===== src/rtl/core/pfs_pkg.sv =====
// ----------------------------------------------------------------------------
// pfs_pkg
// Shared constants, request codes and types of the priority FIFO scheduler.
// ----------------------------------------------------------------------------
`default_nettype none

package pfs_pkg;

  localparam int TASKS  = 64;
  localparam int LEVELS = 16;

  localparam int ID_W    = $clog2(TASKS);
  localparam int PTR_W   = $clog2(TASKS + 1);
  localparam int LEVEL_W = $clog2(LEVELS);

  localparam int REQ_W   = 2;
  localparam int TID_W   = 6;
  localparam int PRIO_W  = 4;
  localparam int COUNT_W = 7;

  localparam logic [PTR_W-1:0]   NONE_MARK = PTR_W'(TASKS);
  localparam logic [COUNT_W-1:0] COUNT_MAX = {COUNT_W{1'b1}};

  localparam logic [REQ_W-1:0] REQ_ADD   = 2'd0;
  localparam logic [REQ_W-1:0] REQ_POP   = 2'd1;
  localparam logic [REQ_W-1:0] REQ_YIELD = 2'd2;

  typedef enum logic [2:0] {
    ST_IDLE,
    ST_ADD_TAIL,
    ST_ADD_LINK,
    ST_POP_READ,
    ST_POP_UPDATE,
    ST_FINISH
  } state_t;

  typedef struct packed {
    logic               found;
    logic [LEVEL_W-1:0] level;
  } level_pick_t;

endpackage

`default_nettype wire


===== src/rtl/core/pfs_ram.sv =====
// ----------------------------------------------------------------------------
// pfs_ram
// Generic single-write, single-read RAM with a registered read port.
// ----------------------------------------------------------------------------
`default_nettype none

module pfs_ram #(
  parameter int WIDTH = 8,
  parameter int DEPTH = 16
) (
  input  wire logic                     clk,
  input  wire logic                     we,
  input  wire logic [$clog2(DEPTH)-1:0] waddr,
  input  wire logic [WIDTH-1:0]         wdata,
  input  wire logic [$clog2(DEPTH)-1:0] raddr,
  output logic      [WIDTH-1:0]         rdata
);

  logic [WIDTH-1:0] mem [DEPTH];

  always_ff @(posedge clk) begin
    if (we) begin
      mem[waddr] <= wdata;
    end
    rdata <= mem[raddr];
  end

endmodule

`default_nettype wire


===== src/rtl/core/pfs_level_pick.sv =====
// ----------------------------------------------------------------------------
// pfs_level_pick
// Finds the highest non-empty priority level in the occupancy bitmap.
// ----------------------------------------------------------------------------
`default_nettype none

module pfs_level_pick (
  input  wire logic [pfs_pkg::LEVELS-1:0] mask,
  output pfs_pkg::level_pick_t            pick
);

  always_comb begin
    pick.found = 1'b0;
    pick.level = '0;
    for (int i = 0; i < pfs_pkg::LEVELS; i++) begin
      if (mask[i]) begin
        pick.found = 1'b1;
        pick.level = pfs_pkg::LEVEL_W'(i);
      end
    end
  end

endmodule

`default_nettype wire


===== src/rtl/core/priority_fifo_scheduler_unit.sv =====
// ----------------------------------------------------------------------------
// priority_fifo_scheduler_unit
// Multilevel ready-queue scheduler with one linked FIFO per priority level.
// ----------------------------------------------------------------------------
// The input channel carries one request per transaction: add a task at its
// priority, pop the head of the highest non-empty level, or yield (add, then
// pop). Each request produces exactly one result transaction on the output
// channel with the popped task, an empty flag and the queued task count.
// Requests are handled one at a time by a sequencer around the link table
// RAM, whose single write port and registered read set the steps: an add
// writes the new tail in ST_ADD_TAIL and, when the level already holds
// tasks, links the old tail in ST_ADD_LINK; a pop reads the head in
// ST_POP_READ and, if found, unlinks it in ST_POP_UPDATE; a yield runs
// both in turn, and all end in ST_FINISH, an unused request code directly.
// The result sits in an output register; the next request is accepted while
// it waits, and a stall on the output holds the result and keeps the block
// from finishing further requests. After reset all levels are empty, the
// count is zero and the block is ready to accept a request.
// ----------------------------------------------------------------------------
`default_nettype none

module priority_fifo_scheduler_unit (
  input  wire logic                        clk,
  input  wire logic                        rst,
  input  wire logic                        in_valid,
  output logic                             in_stall,
  input  wire logic [pfs_pkg::REQ_W-1:0]   req_type,
  input  wire logic [pfs_pkg::TID_W-1:0]   task_id,
  input  wire logic [pfs_pkg::PRIO_W-1:0]  task_priority,
  output logic                             out_valid,
  input  wire logic                        out_stall,
  output logic                             chosen_valid,
  output logic      [pfs_pkg::TID_W-1:0]   chosen_task,
  output logic                             empty_error,
  output logic      [pfs_pkg::COUNT_W-1:0] queued_count
);

  pfs_pkg::state_t state, state_next;

  logic [pfs_pkg::REQ_W-1:0]   req_r;
  logic [pfs_pkg::ID_W-1:0]    tid_r;
  logic [pfs_pkg::LEVEL_W-1:0] prio_r;
  logic [pfs_pkg::PTR_W-1:0]   last_r;
  logic [pfs_pkg::LEVEL_W-1:0] pr_r;
  logic [pfs_pkg::PTR_W-1:0]   first_r;
  logic                        res_valid;
  logic [pfs_pkg::ID_W-1:0]    res_task;
  logic                        res_err;

  logic [pfs_pkg::PTR_W-1:0]   level_head [pfs_pkg::LEVELS];
  logic [pfs_pkg::PTR_W-1:0]   level_tail [pfs_pkg::LEVELS];
  logic [pfs_pkg::LEVELS-1:0]  nonempty_mask;
  logic [pfs_pkg::COUNT_W-1:0] task_count;

  logic                        in_take;
  logic                        out_load;
  logic                        is_yield;
  logic                        tid_in_range;
  logic [pfs_pkg::LEVEL_W-1:0] prio_clamped;
  logic [pfs_pkg::PTR_W-1:0]   tail_last;
  logic                        tail_linked;
  logic [pfs_pkg::PTR_W-1:0]   head_first;
  logic                        head_ok;
  logic [pfs_pkg::PTR_W-1:0]   link_next;
  pfs_pkg::level_pick_t        pick;

  logic                        ram_we;
  logic [pfs_pkg::ID_W-1:0]    ram_waddr;
  logic [pfs_pkg::PTR_W-1:0]   ram_wdata;
  logic [pfs_pkg::ID_W-1:0]    ram_raddr;
  logic [pfs_pkg::PTR_W-1:0]   ram_rdata;

  pfs_ram #(
    .WIDTH (pfs_pkg::PTR_W),
    .DEPTH (pfs_pkg::TASKS)
  ) u_link_ram (
    .clk   (clk),
    .we    (ram_we),
    .waddr (ram_waddr),
    .wdata (ram_wdata),
    .raddr (ram_raddr),
    .rdata (ram_rdata)
  );

  pfs_level_pick u_level_pick (
    .mask (nonempty_mask),
    .pick (pick)
  );

  assign in_take      = in_valid && (state == pfs_pkg::ST_IDLE);
  assign out_load     = (state == pfs_pkg::ST_FINISH) && (!out_valid || !out_stall);
  assign is_yield     = (req_r == pfs_pkg::REQ_YIELD);
  assign tid_in_range = int'(task_id) < pfs_pkg::TASKS;
  assign prio_clamped = (int'(task_priority) >= pfs_pkg::LEVELS) ?
                        pfs_pkg::LEVEL_W'(pfs_pkg::LEVELS - 1) :
                        pfs_pkg::LEVEL_W'(task_priority);
  assign tail_last    = level_tail[prio_r];
  assign tail_linked  = tail_last < pfs_pkg::NONE_MARK;
  assign head_first   = level_head[pick.level];
  assign head_ok      = head_first < pfs_pkg::NONE_MARK;
  assign link_next    = (ram_rdata > pfs_pkg::NONE_MARK) ? pfs_pkg::NONE_MARK : ram_rdata;

  always_comb begin
    state_next = state;
    case (state)
      pfs_pkg::ST_IDLE: begin
        if (in_valid) begin
          if ((req_type inside {pfs_pkg::REQ_ADD, pfs_pkg::REQ_YIELD}) && tid_in_range) begin
            state_next = pfs_pkg::ST_ADD_TAIL;
          end else if (req_type inside {pfs_pkg::REQ_POP, pfs_pkg::REQ_YIELD}) begin
            state_next = pfs_pkg::ST_POP_READ;
          end else begin
            state_next = pfs_pkg::ST_FINISH;
          end
        end
      end
      pfs_pkg::ST_ADD_TAIL: begin
        if (tail_linked) begin
          state_next = pfs_pkg::ST_ADD_LINK;
        end else if (is_yield) begin
          state_next = pfs_pkg::ST_POP_READ;
        end else begin
          state_next = pfs_pkg::ST_FINISH;
        end
      end
      pfs_pkg::ST_ADD_LINK: begin
        state_next = is_yield ? pfs_pkg::ST_POP_READ : pfs_pkg::ST_FINISH;
      end
      pfs_pkg::ST_POP_READ: begin
        state_next = (pick.found && head_ok) ? pfs_pkg::ST_POP_UPDATE : pfs_pkg::ST_FINISH;
      end
      pfs_pkg::ST_POP_UPDATE: begin
        state_next = pfs_pkg::ST_FINISH;
      end
      pfs_pkg::ST_FINISH: begin
        if (out_load) begin
          state_next = pfs_pkg::ST_IDLE;
        end
      end
      default: begin
        state_next = pfs_pkg::ST_IDLE;
      end
    endcase
  end

  always_comb begin
    in_stall  = (state != pfs_pkg::ST_IDLE);
    ram_we    = 1'b0;
    ram_waddr = tid_r;
    ram_wdata = pfs_pkg::NONE_MARK;
    ram_raddr = head_first[pfs_pkg::ID_W-1:0];
    case (state)
      pfs_pkg::ST_ADD_TAIL: begin
        ram_we = 1'b1;
      end
      pfs_pkg::ST_ADD_LINK: begin
        ram_we    = 1'b1;
        ram_waddr = last_r[pfs_pkg::ID_W-1:0];
        ram_wdata = pfs_pkg::PTR_W'(tid_r);
      end
      default: begin
        ram_we = 1'b0;
      end
    endcase
  end

  always_ff @(posedge clk) begin
    if (rst) begin
      state <= pfs_pkg::ST_IDLE;
    end else begin
      state <= state_next;
    end
  end

  always_ff @(posedge clk) begin
    if (rst) begin
      nonempty_mask <= '0;
      task_count    <= '0;
      for (int i = 0; i < pfs_pkg::LEVELS; i++) begin
        level_head[i] <= pfs_pkg::NONE_MARK;
        level_tail[i] <= pfs_pkg::NONE_MARK;
      end
    end else begin
      case (state)
        pfs_pkg::ST_ADD_TAIL: begin
          if (task_count != pfs_pkg::COUNT_MAX) begin
            task_count <= task_count + 1'b1;
          end
          if (!tail_linked) begin
            level_head[prio_r]    <= pfs_pkg::PTR_W'(tid_r);
            nonempty_mask[prio_r] <= 1'b1;
          end
          level_tail[prio_r] <= pfs_pkg::PTR_W'(tid_r);
        end
        pfs_pkg::ST_POP_READ: begin
          if (pick.found && !head_ok) begin
            level_head[pick.level]    <= pfs_pkg::NONE_MARK;
            level_tail[pick.level]    <= pfs_pkg::NONE_MARK;
            nonempty_mask[pick.level] <= 1'b0;
          end
        end
        pfs_pkg::ST_POP_UPDATE: begin
          if (task_count != '0) begin
            task_count <= task_count - 1'b1;
          end
          level_head[pr_r] <= link_next;
          if (link_next == pfs_pkg::NONE_MARK) begin
            level_tail[pr_r]    <= pfs_pkg::NONE_MARK;
            nonempty_mask[pr_r] <= 1'b0;
          end
        end
        default: begin
          task_count <= task_count;
        end
      endcase
    end
  end

  always_ff @(posedge clk) begin
    if (in_take) begin
      req_r     <= req_type;
      tid_r     <= pfs_pkg::ID_W'(task_id);
      prio_r    <= prio_clamped;
      res_valid <= 1'b0;
      res_task  <= '0;
      res_err   <= 1'b0;
    end
    if (state == pfs_pkg::ST_ADD_TAIL) begin
      last_r <= tail_last;
    end
    if (state == pfs_pkg::ST_POP_READ) begin
      pr_r    <= pick.level;
      first_r <= head_first;
      if (!(pick.found && head_ok)) begin
        res_err <= 1'b1;
      end
    end
    if (state == pfs_pkg::ST_POP_UPDATE) begin
      res_valid <= 1'b1;
      res_task  <= first_r[pfs_pkg::ID_W-1:0];
    end
  end

  always_ff @(posedge clk) begin
    if (rst) begin
      out_valid <= 1'b0;
    end else if (out_load) begin
      out_valid <= 1'b1;
    end else if (!out_stall) begin
      out_valid <= 1'b0;
    end
  end

  always_ff @(posedge clk) begin
    if (out_load) begin
      chosen_valid <= res_valid;
      chosen_task  <= pfs_pkg::TID_W'(res_task);
      empty_error  <= res_err;
      queued_count <= task_count;
    end
  end

endmodule

`default_nettype wire


===== config.mk =====
export PLATFORM = sky130hd
export DESIGN_NAME = priority_fifo_scheduler_unit
export DESIGN_NICKNAME = d
export VERILOG_FILES = /design/src/rtl/core/pfs_pkg.sv /design/src/rtl/core/pfs_ram.sv /design/src/rtl/core/pfs_level_pick.sv /design/src/rtl/core/priority_fifo_scheduler_unit.sv
export SDC_FILE = /design/constraint.sdc
export NUM_CORES = 1
export LEC_CHECK = 0
export BUFFER_PORTS_ARGS = -buffer_cell sky130_fd_sc_hd__buf_2
export CELL_PAD_IN_SITES_DETAIL_PLACEMENT = 1
export CELL_PAD_IN_SITES_GLOBAL_PLACEMENT = 1
export CORE_ASPECT_RATIO = 1.1
export CORE_MARGIN = 2
export CORE_UTILIZATION = 50
export DETAILED_ROUTE_END_ITERATION = 10
export PLACE_DENSITY = 0.85
export REMOVE_ABC_BUFFERS = 1
export SLEW_MARGIN = 20
export SYNTH_ARGS = -nofsm -noshare
export SYNTH_HDL_FRONTEND = slang
export SYNTH_SLANG_ARGS = --single-unit

===== constraint.sdc =====
create_clock -name clk -period 4.2 [get_ports clk]
set_input_delay 0.63 -clock clk [delete_from_list [all_inputs] [get_ports clk]]
set_output_delay 0.63 -clock clk [all_outputs]
set_load 0.005 [all_outputs]

==> reports/results.txt, run 1 <==
Synthesized area per cell: 13.4 µm²
I/O pins: 33
Dominant register cell in the synthesized netlist: sky130_fd_sc_hd__edfxtp_1
Internal reg-to-reg setup slack: 0.02 ns
Total congestion overflow after global routing: 0
Synthesis-to-layout area growth: 12.7%
Antenna violations before repair: 1
Library cell used as clock root buffer: sky130_fd_sc_hd__clkbuf_16
Register Area: 0.0225 mm²
Maximum number of pins on one net before global-route repair: 71
Post-synthesis sequential element count: 761
Critical register-to-register path endpoint: u_link_ram.rdata[3]$_DFF_P_
Clk sink count: 761
Largest fanout on the critical path: 10
Cell taking the most area after synthesis: sky130_fd_sc_hd__edfxtp_1
Register clock-pin slew on the reported worst setup and hold paths: 0.06 ns
Startpoint of the lowest-slack register-to-register path: nonempty_mask[7]$_SDFFE_PP0P_
DR WL/cell: 30.0 µm
Final layout net count: 2555
Synth top area share: 66.2%
Metal-1 WL: 37800 µm
Maximum number of buffers from clock root to sink: 3
Post-synthesis cell type count: 98
Tightest hold margin: 0.181 ns
Endpoints failing hold: 0
Critical path class: reg2reg
Row count: 98
Vias in the first global route: 23600
Iteration-0 DRC count of the detailed router: 2987
Placer's final routability congestion estimate: 0.933
F_max: 239 MHz
Final Routed Wirelength: 103000 µm
Leakage: 12.6 nW
Post-CTS setup buffer count: 0
Largest cells by area after synthesis: sky130_fd_sc_hd__edfxtp_1, sky130_fd_sc_hd__nand2_1, sky130_fd_sc_hd__mux2i_1, sky130_fd_sc_hd__nor2_1, sky130_fd_sc_hd__dfxtp_1
Die X: 248 µm
Most numerous cell in the Yosys netlist: sky130_fd_sc_hd__edfxtp_1
Clock insertion delay at the later pin of the skew report: 0.64 ns
Total of fill cells in the finished design: 6243
Worst-path cell chain: or4_1 > a21oi_2 > o21a_1 > clkinv_1 > buf_4 > a21oi_1 > a221oi_1 > o221ai_2 > nand2_1 > a31oi_1 > a22o_1 > nor3_1
First-pass iteration count of the detailed router: 7
Total Negative Setup Slacks: 0 ns
Overall power: 20.8 mW
Met2 wirelength from detailed routing: 51800 µm
Via-to-Cell Ratio: 6.50
Commonest cells in the netlist: sky130_fd_sc_hd__edfxtp_1, sky130_fd_sc_hd__nand2_1, sky130_fd_sc_hd__nor2_1, sky130_fd_sc_hd__a21oi_1, sky130_fd_sc_hd__mux2i_1
Outcome: complete, no violations
Register area share after synthesis: 68.6%
Worst hold path endpoint: tid_r[0]$_DFFE_PP_
Standard cell core area: 0.0649 mm²
Finished layout cell area: 0.0369 mm²
Wire length of the first global-routing pass: 153000 µm
DPL Wire Length: 69400 µm
Number of H-tree levels: 3
Crit path launch type: flop
Instance area at placement: 0.0345 mm²
Maximum ir drop on the vdd rail: 373 µV
Period utilization: 99.6%
Final setup fails: 0
Max_slew headroom: 30.2%
Required time of the worst setup path: 4.70 ns
Count of vias placed by the detailed router: 22300
Delay of the slowest cell on the worst path: 0.60 ns
Overall routing resource usage: 30.7%
Highest-delay cell along the critical path: sky130_fd_sc_hd__or4_1
Class of the tightest hold or removal check: in2reg
Count of flip-flops with a built-in enable after synthesis: 721
Slew Limit Fails: 0
Post-synthesis cell count: 2436
Post-layout minimum cycle time: 4.18 ns
# DRC: 0
TritonCTS Buffers: 75
Fraction of the core area covered by cells at the end of the flow: 56.9%
Min-delay src: task_id[0]
Highest signal layer in the routed design: met4
Cell Pwr Density: 564 mW/mm²
Tightest Pin Transition: 1.04 ns
Worst Reg-to-Reg Cells: 12
Post-synth ARST share: 0%
Diode count: 0
Area of combinational cells with multiple inputs: 0.00952 mm²
Initial core utilization: 50.5%
Min-Delay Path Depth: 1
Vertical extent of the die: 272 µm
Synth warnings: 0
Number of buffers inserted by port buffering: 32
Share of post-route cells with drive strength above 1: 15.8%
Number of violations of the max-capacitance limit: 0
Critical path arrival: 4.68 ns
Post-synthesis instance area: 0.0327 mm²
Routed length on met3: 7770 µm
Remaining number of nets flagged by the antenna check after routing: 0
Clock tree from TritonCTS: done
DIE AREA: 0.0675 mm²
Clk_skew: 0.0284 ns
Type of element capturing the critical path: flop
==> worst max-delay path by stage <==
stage / startpoint / end / slack [ns] / cells after the start
final: nonempty_mask[7]$_SDFFE_PP0P_ / u_link_ram.rdata[3]$_DFF_P_ / 0.02 / 12
after global routing: nonempty_mask[5]$_SDFFE_PP0P_ / u_link_ram.rdata[5]$_DFF_P_ / -0.003 / 15
after floorplan: nonempty_mask[6]$_SDFFE_PP0P_ / u_link_ram.rdata[5]$_DFF_P_ / -1.27 / 12
after detailed placement: nonempty_mask[5]$_SDFFE_PP0P_ / level_head[5][2]$_SDFFCE_PN0P_ / -0.01 / 13
after CTS: nonempty_mask[5]$_SDFFE_PP0P_ / u_link_ram.rdata[5]$_DFF_P_ / 0.002 / 12
after global placement: nonempty_mask[13]$_SDFFE_PP0P_ / u_link_ram.rdata[6]$_DFF_P_ / 0.14 / 14
==> state kept, by name (all words and copies together) (netlist names), 7 cells and up, named ones only <==
signal            flops
queued_count          7
nonempty_mask        16
task_count            7
level_tail          112
level_head          112
u_link_ram.mem      448
u_link_ram.rdata      7
==> per-layer routing <==
layer / track usage, % / vias to the layer above
li1: - / 9455
met1: 37.9 / 11400
met2: 52.3 / 1181
met5: 0 / -
met3: 4.97 / 317
met4: 15.3 / 0
==> through the flow <==
stage          std cells  setup slack (ns)
2_1_floorplan       2275             -1.27
3_3_place_gp        3304             0.144
3_5_place_dp        3304          -0.00992
4_1_cts             3435           0.00248
5_1_grt             3437          -0.00331
6_report            3437            0.0162
==> cells by family (layout without fill, tap and decap cells) <==
family	Yosys count	count (layout)	share of synthesized area [%]
simple gates	898	900	12.8
flops	761	761	68.6
compound gates	420	420	9.52
buf+inv	207	356	3.06
mux	137	137	5.57
xor+xnor	7	7	0.187
fa+ha+maj	6	6	0.252
==> layout make-up <==
type | count | area share (%)
inverter | 46 | 0.499
clock inverter | 23 | 0.454
timing repair buffer | 179 | 3.87
tap | 850 | 2.88
multi-input combinational | 1470 | 25.8
sequential | 761 | 60.9
clock buffer | 108 | 5.62
==> layout by cell type, fill, tap and decap left out, drive strengths merged, types with 33 or more instances in the layout <==
master	instances
nand2	322
dfxtp	40
buf	179
a221oi	42
mux4	35
clkbuf	108
edfxtp	721
inv	47
nor3	45
a21oi	102
nand3	76
nor2	243
and3	78
mux2i	91
a32oi	33
and2	40
==> worst max-delay path: cells and delay by family, from the launching register on <==
family                 cells  cell delay, ns
AOI/OAI and AO/OA          7            2.26
and+or+nand+nor            3            1.02
DFF                        1            0.47
buffers and inverters      2            0.27
==> report_power, final <==
group / total (mW) / switching [mW] / internal, mW
Combinational: 5.44 / 3.59 / 1.85
Sequential: 8.92 / 0.302 / 8.62
Clock: 6.44 / 2.89 / 3.55
==> timing repair <==
| item | in CTS | in global routing |
|---|---|---|
| endpoints found under the hold margin | 0 | 0 |
| gates resized for setup | 3 | 36 |
| pin swaps | 0 | 3 |
| cloned | 0 | 2 |
| endpoints found under the setup margin | 18 | 205 |
| hold buffers | 0 | 0 |
No activity file was read; power rests on OpenSTA's default activity.
==> inputs of run 2 (changes only) <==
clock period = 3.89 ns   (was 4.2 ns; I/O delays follow)
==> reports/results.txt, run 2 (synthesis gave the netlist of run 1 again) <==
# DRC: 0 (unchanged)
Max_slew headroom: 37.1% (was 30.2%)
Internal reg-to-reg setup slack: -0.07 ns (was 0.02 ns)
Standard cell core area: 0.0649 mm² (unchanged)
Number of violations of the max-capacitance limit: 0 (unchanged)
Required time of the worst setup path: 4.46 ns (was 4.70 ns)
Share of post-route cells with drive strength above 1: 21.9% (was 15.8%)
Clk_skew: 0.0355 ns (was 0.0284 ns)
Min-delay src: task_id[4] (was task_id[0])
Vertical extent of the die: 272 µm (unchanged)
Overall routing resource usage: 30.9% (was 30.7%)
Via-to-Cell Ratio: 6.52 (was 6.50)
Period utilization: 102% (was 99.6%)
Fraction of the core area covered by cells at the end of the flow: 59.7% (was 56.9%)
Register Area: 0.0225 mm² (about the same)
Remaining number of nets flagged by the antenna check after routing: 0 (unchanged)
Outcome: complete, but fails checks (was complete, no violations)
Iteration-0 DRC count of the detailed router: 2722 (was 2987)
Wire length of the first global-routing pass: 154000 µm (was 153000 µm)
Top flop regs: u_link_ram.mem x448, level_head x112, level_tail x112 (unchanged)
Post-Place Worst Slack: -0.249 ns (was -0.00992 ns)
Tightest hold margin: 0.107 ns (was 0.181 ns)
Critical Path End: u_link_ram.rdata[6]$_DFF_P_ (was u_link_ram.rdata[3]$_DFF_P_)
Number of buffers inserted by port buffering: 32 (unchanged)
Final layout net count: 2672 (was 2555)
Worst Reg-to-Reg Cells: 15 (was 12)
Post-layout minimum cycle time: 3.96 ns (was 4.18 ns)
Maximum number of buffers from clock root to sink: 3 (unchanged)
TritonCTS Buffers: 78 (was 75)
Clock tree from TritonCTS: done (unchanged)
Total of fill cells in the finished design: 6158 (was 6243)
Worst setup margin: -0.0681 ns (was 0.0162 ns)
Critical Path Source: nonempty_mask[13]$_SDFFE_PP0P_ (was nonempty_mask[7]$_SDFFE_PP0P_)
Class of the tightest hold or removal check: in2reg (unchanged)
Die X: 248 µm (unchanged)
Startpoint of the lowest-slack register-to-register path: nonempty_mask[13]$_SDFFE_PP0P_ (was nonempty_mask[7]$_SDFFE_PP0P_)
Final setup fails: 4 (was 0)
Most common library cell in the layout ignoring fill and taps: sky130_fd_sc_hd__edfxtp_1 (unchanged)
Antenna violations before repair: 4 (was 1)
Clk sink count: 761 (unchanged)
Initial core utilization: 50.5% (unchanged)
Crit path launch type: flop (unchanged)
Type of element capturing the critical path: flop (unchanged)
Synthesis-to-layout area growth: 18.3% (was 12.7%)
DIE AREA: 0.0675 mm² (unchanged)
First-pass iteration count of the detailed router: 6 (was 7)
Leakage: 13.5 nW (was 12.6 nW)
Tightest Pin Transition: 0.940 ns (was 1.04 ns)
I/O pins: 33 (unchanged)
Total Negative Setup Slacks: -0.180 ns (was 0 ns)
Endpoints failing hold: 0 (unchanged)
Slew Limit Fails: 0 (unchanged)
Count of vias placed by the detailed router: 23200 (was 22300)
F_max: 253 MHz (was 239 MHz)
Clock insertion delay at the later pin of the skew report: 0.66 ns (was 0.64 ns)
Failing checks: setup timing
Total congestion overflow after global routing: 0 (unchanged)
Flip-flop count of the largest register, all copies and words added: 448 (unchanged)
Maximum ir drop on the vdd rail: 404 µV (was 373 µV)
DR WL/cell: 30.3 µm (was 30.0 µm)
Maximum number of pins on one net before global-route repair: 74 (was 71)
Area of combinational cells with multiple inputs: 0.00985 mm² (was 0.00952 mm²)
Placer's final routability congestion estimate: 0.954 (was 0.933)
Largest fanout on the critical path: 26 (was 10)
Cell Pwr Density: 622 mW/mm² (was 564 mW/mm²)
Number of H-tree levels: 3 (unchanged)
Critical path arrival: 4.53 ns (was 4.68 ns)
Critical register-to-register path endpoint: u_link_ram.rdata[6]$_DFF_P_ (was u_link_ram.rdata[3]$_DFF_P_)
Most used cells in the layout excluding fill and tap cells: sky130_fd_sc_hd__edfxtp_1, sky130_fd_sc_hd__nand2_1, sky130_fd_sc_hd__nor2_1, sky130_fd_sc_hd__buf_4, sky130_fd_sc_hd__a21oi_1 (was sky130_fd_sc_hd__edfxtp_1, sky130_fd_sc_hd__nand2_1, sky130_fd_sc_hd__nor2_1)
Vias in the first global route: 24000 (was 23600)
Unrepaired setup endpoints after global routing: yes
Overall power: 24.1 mW (was 20.8 mW)
DPL Wire Length: 68100 µm (was 69400 µm)
Register clock-pin slew on the reported worst setup and hold paths: 0.06 ns (about the same)
Final Routed Wirelength: 108000 µm (was 103000 µm)
Library cell used as clock root buffer: sky130_fd_sc_hd__clkbuf_16 (unchanged)
Critical path class: reg2reg (unchanged)
Top reg by flops: u_link_ram.mem (unchanged)
Row count: 98 (unchanged)
Diode count: 0 (unchanged)
==> run 2: cell count changes in the layout (fill, tap and decap cells not counted), moves of 6 or more <==
| cell | before | now |
|---|---|---|
| sky130_fd_sc_hd__nor3_1 | 39 | 29 |
| sky130_fd_sc_hd__buf_6 | 0 | 6 |
| sky130_fd_sc_hd__clkbuf_16 | 77 | 86 |
| sky130_fd_sc_hd__buf_4 | 134 | 228 |
| sky130_fd_sc_hd__nor3_2 | 4 | 14 |
| sky130_fd_sc_hd__a221oi_1 | 40 | 22 |
| sky130_fd_sc_hd__a221oi_2 | 2 | 19 |
==> run 2: report_power, final <==
part / switching [mW] / leakage, nW / internal (mW)
clock: 3.23 / 1.23 / 4.39
combinational: 4.32 / 5.60 / 2.55
sequential: 0.295 / 6.65 / 9.31
==> run 2: worst min-delay path by stage <==
stage | to | slack [ns] | cells after the start
after global routing | tid_r[0]$_DFFE_PP_ | 0.1 | 1
after detailed placement | chosen_task[3]$_DFFE_PP_ | 0.41 | 0
after global placement | chosen_task[0]$_DFFE_PP_ | 0.41 | 0
after CTS | tid_r[4]$_DFFE_PP_ | 0.1 | 1
final | tid_r[4]$_DFFE_PP_ | 0.11 | 1
after floorplan | chosen_task[0]$_DFFE_PP_ | 0.40 | 0
==> run 2: layer usage <==
layer  track usage, %  wire length (µm)  vias up
met5                0                21        -
met2             53.7             55000     1358
met1             37.2             38300    11800
li1                 -                 -     9706
met3             5.36              8690      389
met4             14.9              5910        4
==> run 2: layout make-up <==
cell class | instances | share of cell area [%]
Timing Repair inverter | 1 | 0.0226
Tap cell | 850 | 2.75
Clock inverter | 31 | 0.821
Timing Repair Buffer | 294 | 6.64
Inverter | 46 | 0.504
Clock buffer | 113 | 5.76
Multi-Input combinational cell | 1468 | 25.5
Sequential cell | 761 | 58.0
==> run 2: worst max-delay path, stage by stage (launching register included) <==
cell	delay [ns]
sky130_fd_sc_hd__dfxtp_2	0.45
sky130_fd_sc_hd__buf_4	0.16
sky130_fd_sc_hd__nor4b_1	0.05
sky130_fd_sc_hd__o21bai_1	0.29
sky130_fd_sc_hd__o41a_1	0.35
sky130_fd_sc_hd__buf_4	0.19
sky130_fd_sc_hd__o32ai_1	0.10
sky130_fd_sc_hd__a2111oi_2	0.46
sky130_fd_sc_hd__nand3_2	0.30
sky130_fd_sc_hd__inv_6	0.22
sky130_fd_sc_hd__o21ai_2	0.09
sky130_fd_sc_hd__buf_12	0.20
sky130_fd_sc_hd__a221oi_1	0.45
sky130_fd_sc_hd__a221o_1	0.24
sky130_fd_sc_hd__nor3_2	0.08
sky130_fd_sc_hd__nor3_1	0.23
==> run 2: metrics by stage <==
step | cell area [µm²] | instances
global route | 38700 | 3564
global placement | 35100 | 3374
floorplan | 31900 | 2275
CTS | 38000 | 3527
detailed placement | 35100 | 3374
finish | 38700 | 3564
==> run 2: what timing repair did <==
action                                  CTS  global route
resized for setup                        43            81
pin swaps                                 4            22
gates cloned                              2             5
hold buffers                              0             0
endpoints found under the setup margin  318           400
setup buffers                             7            32
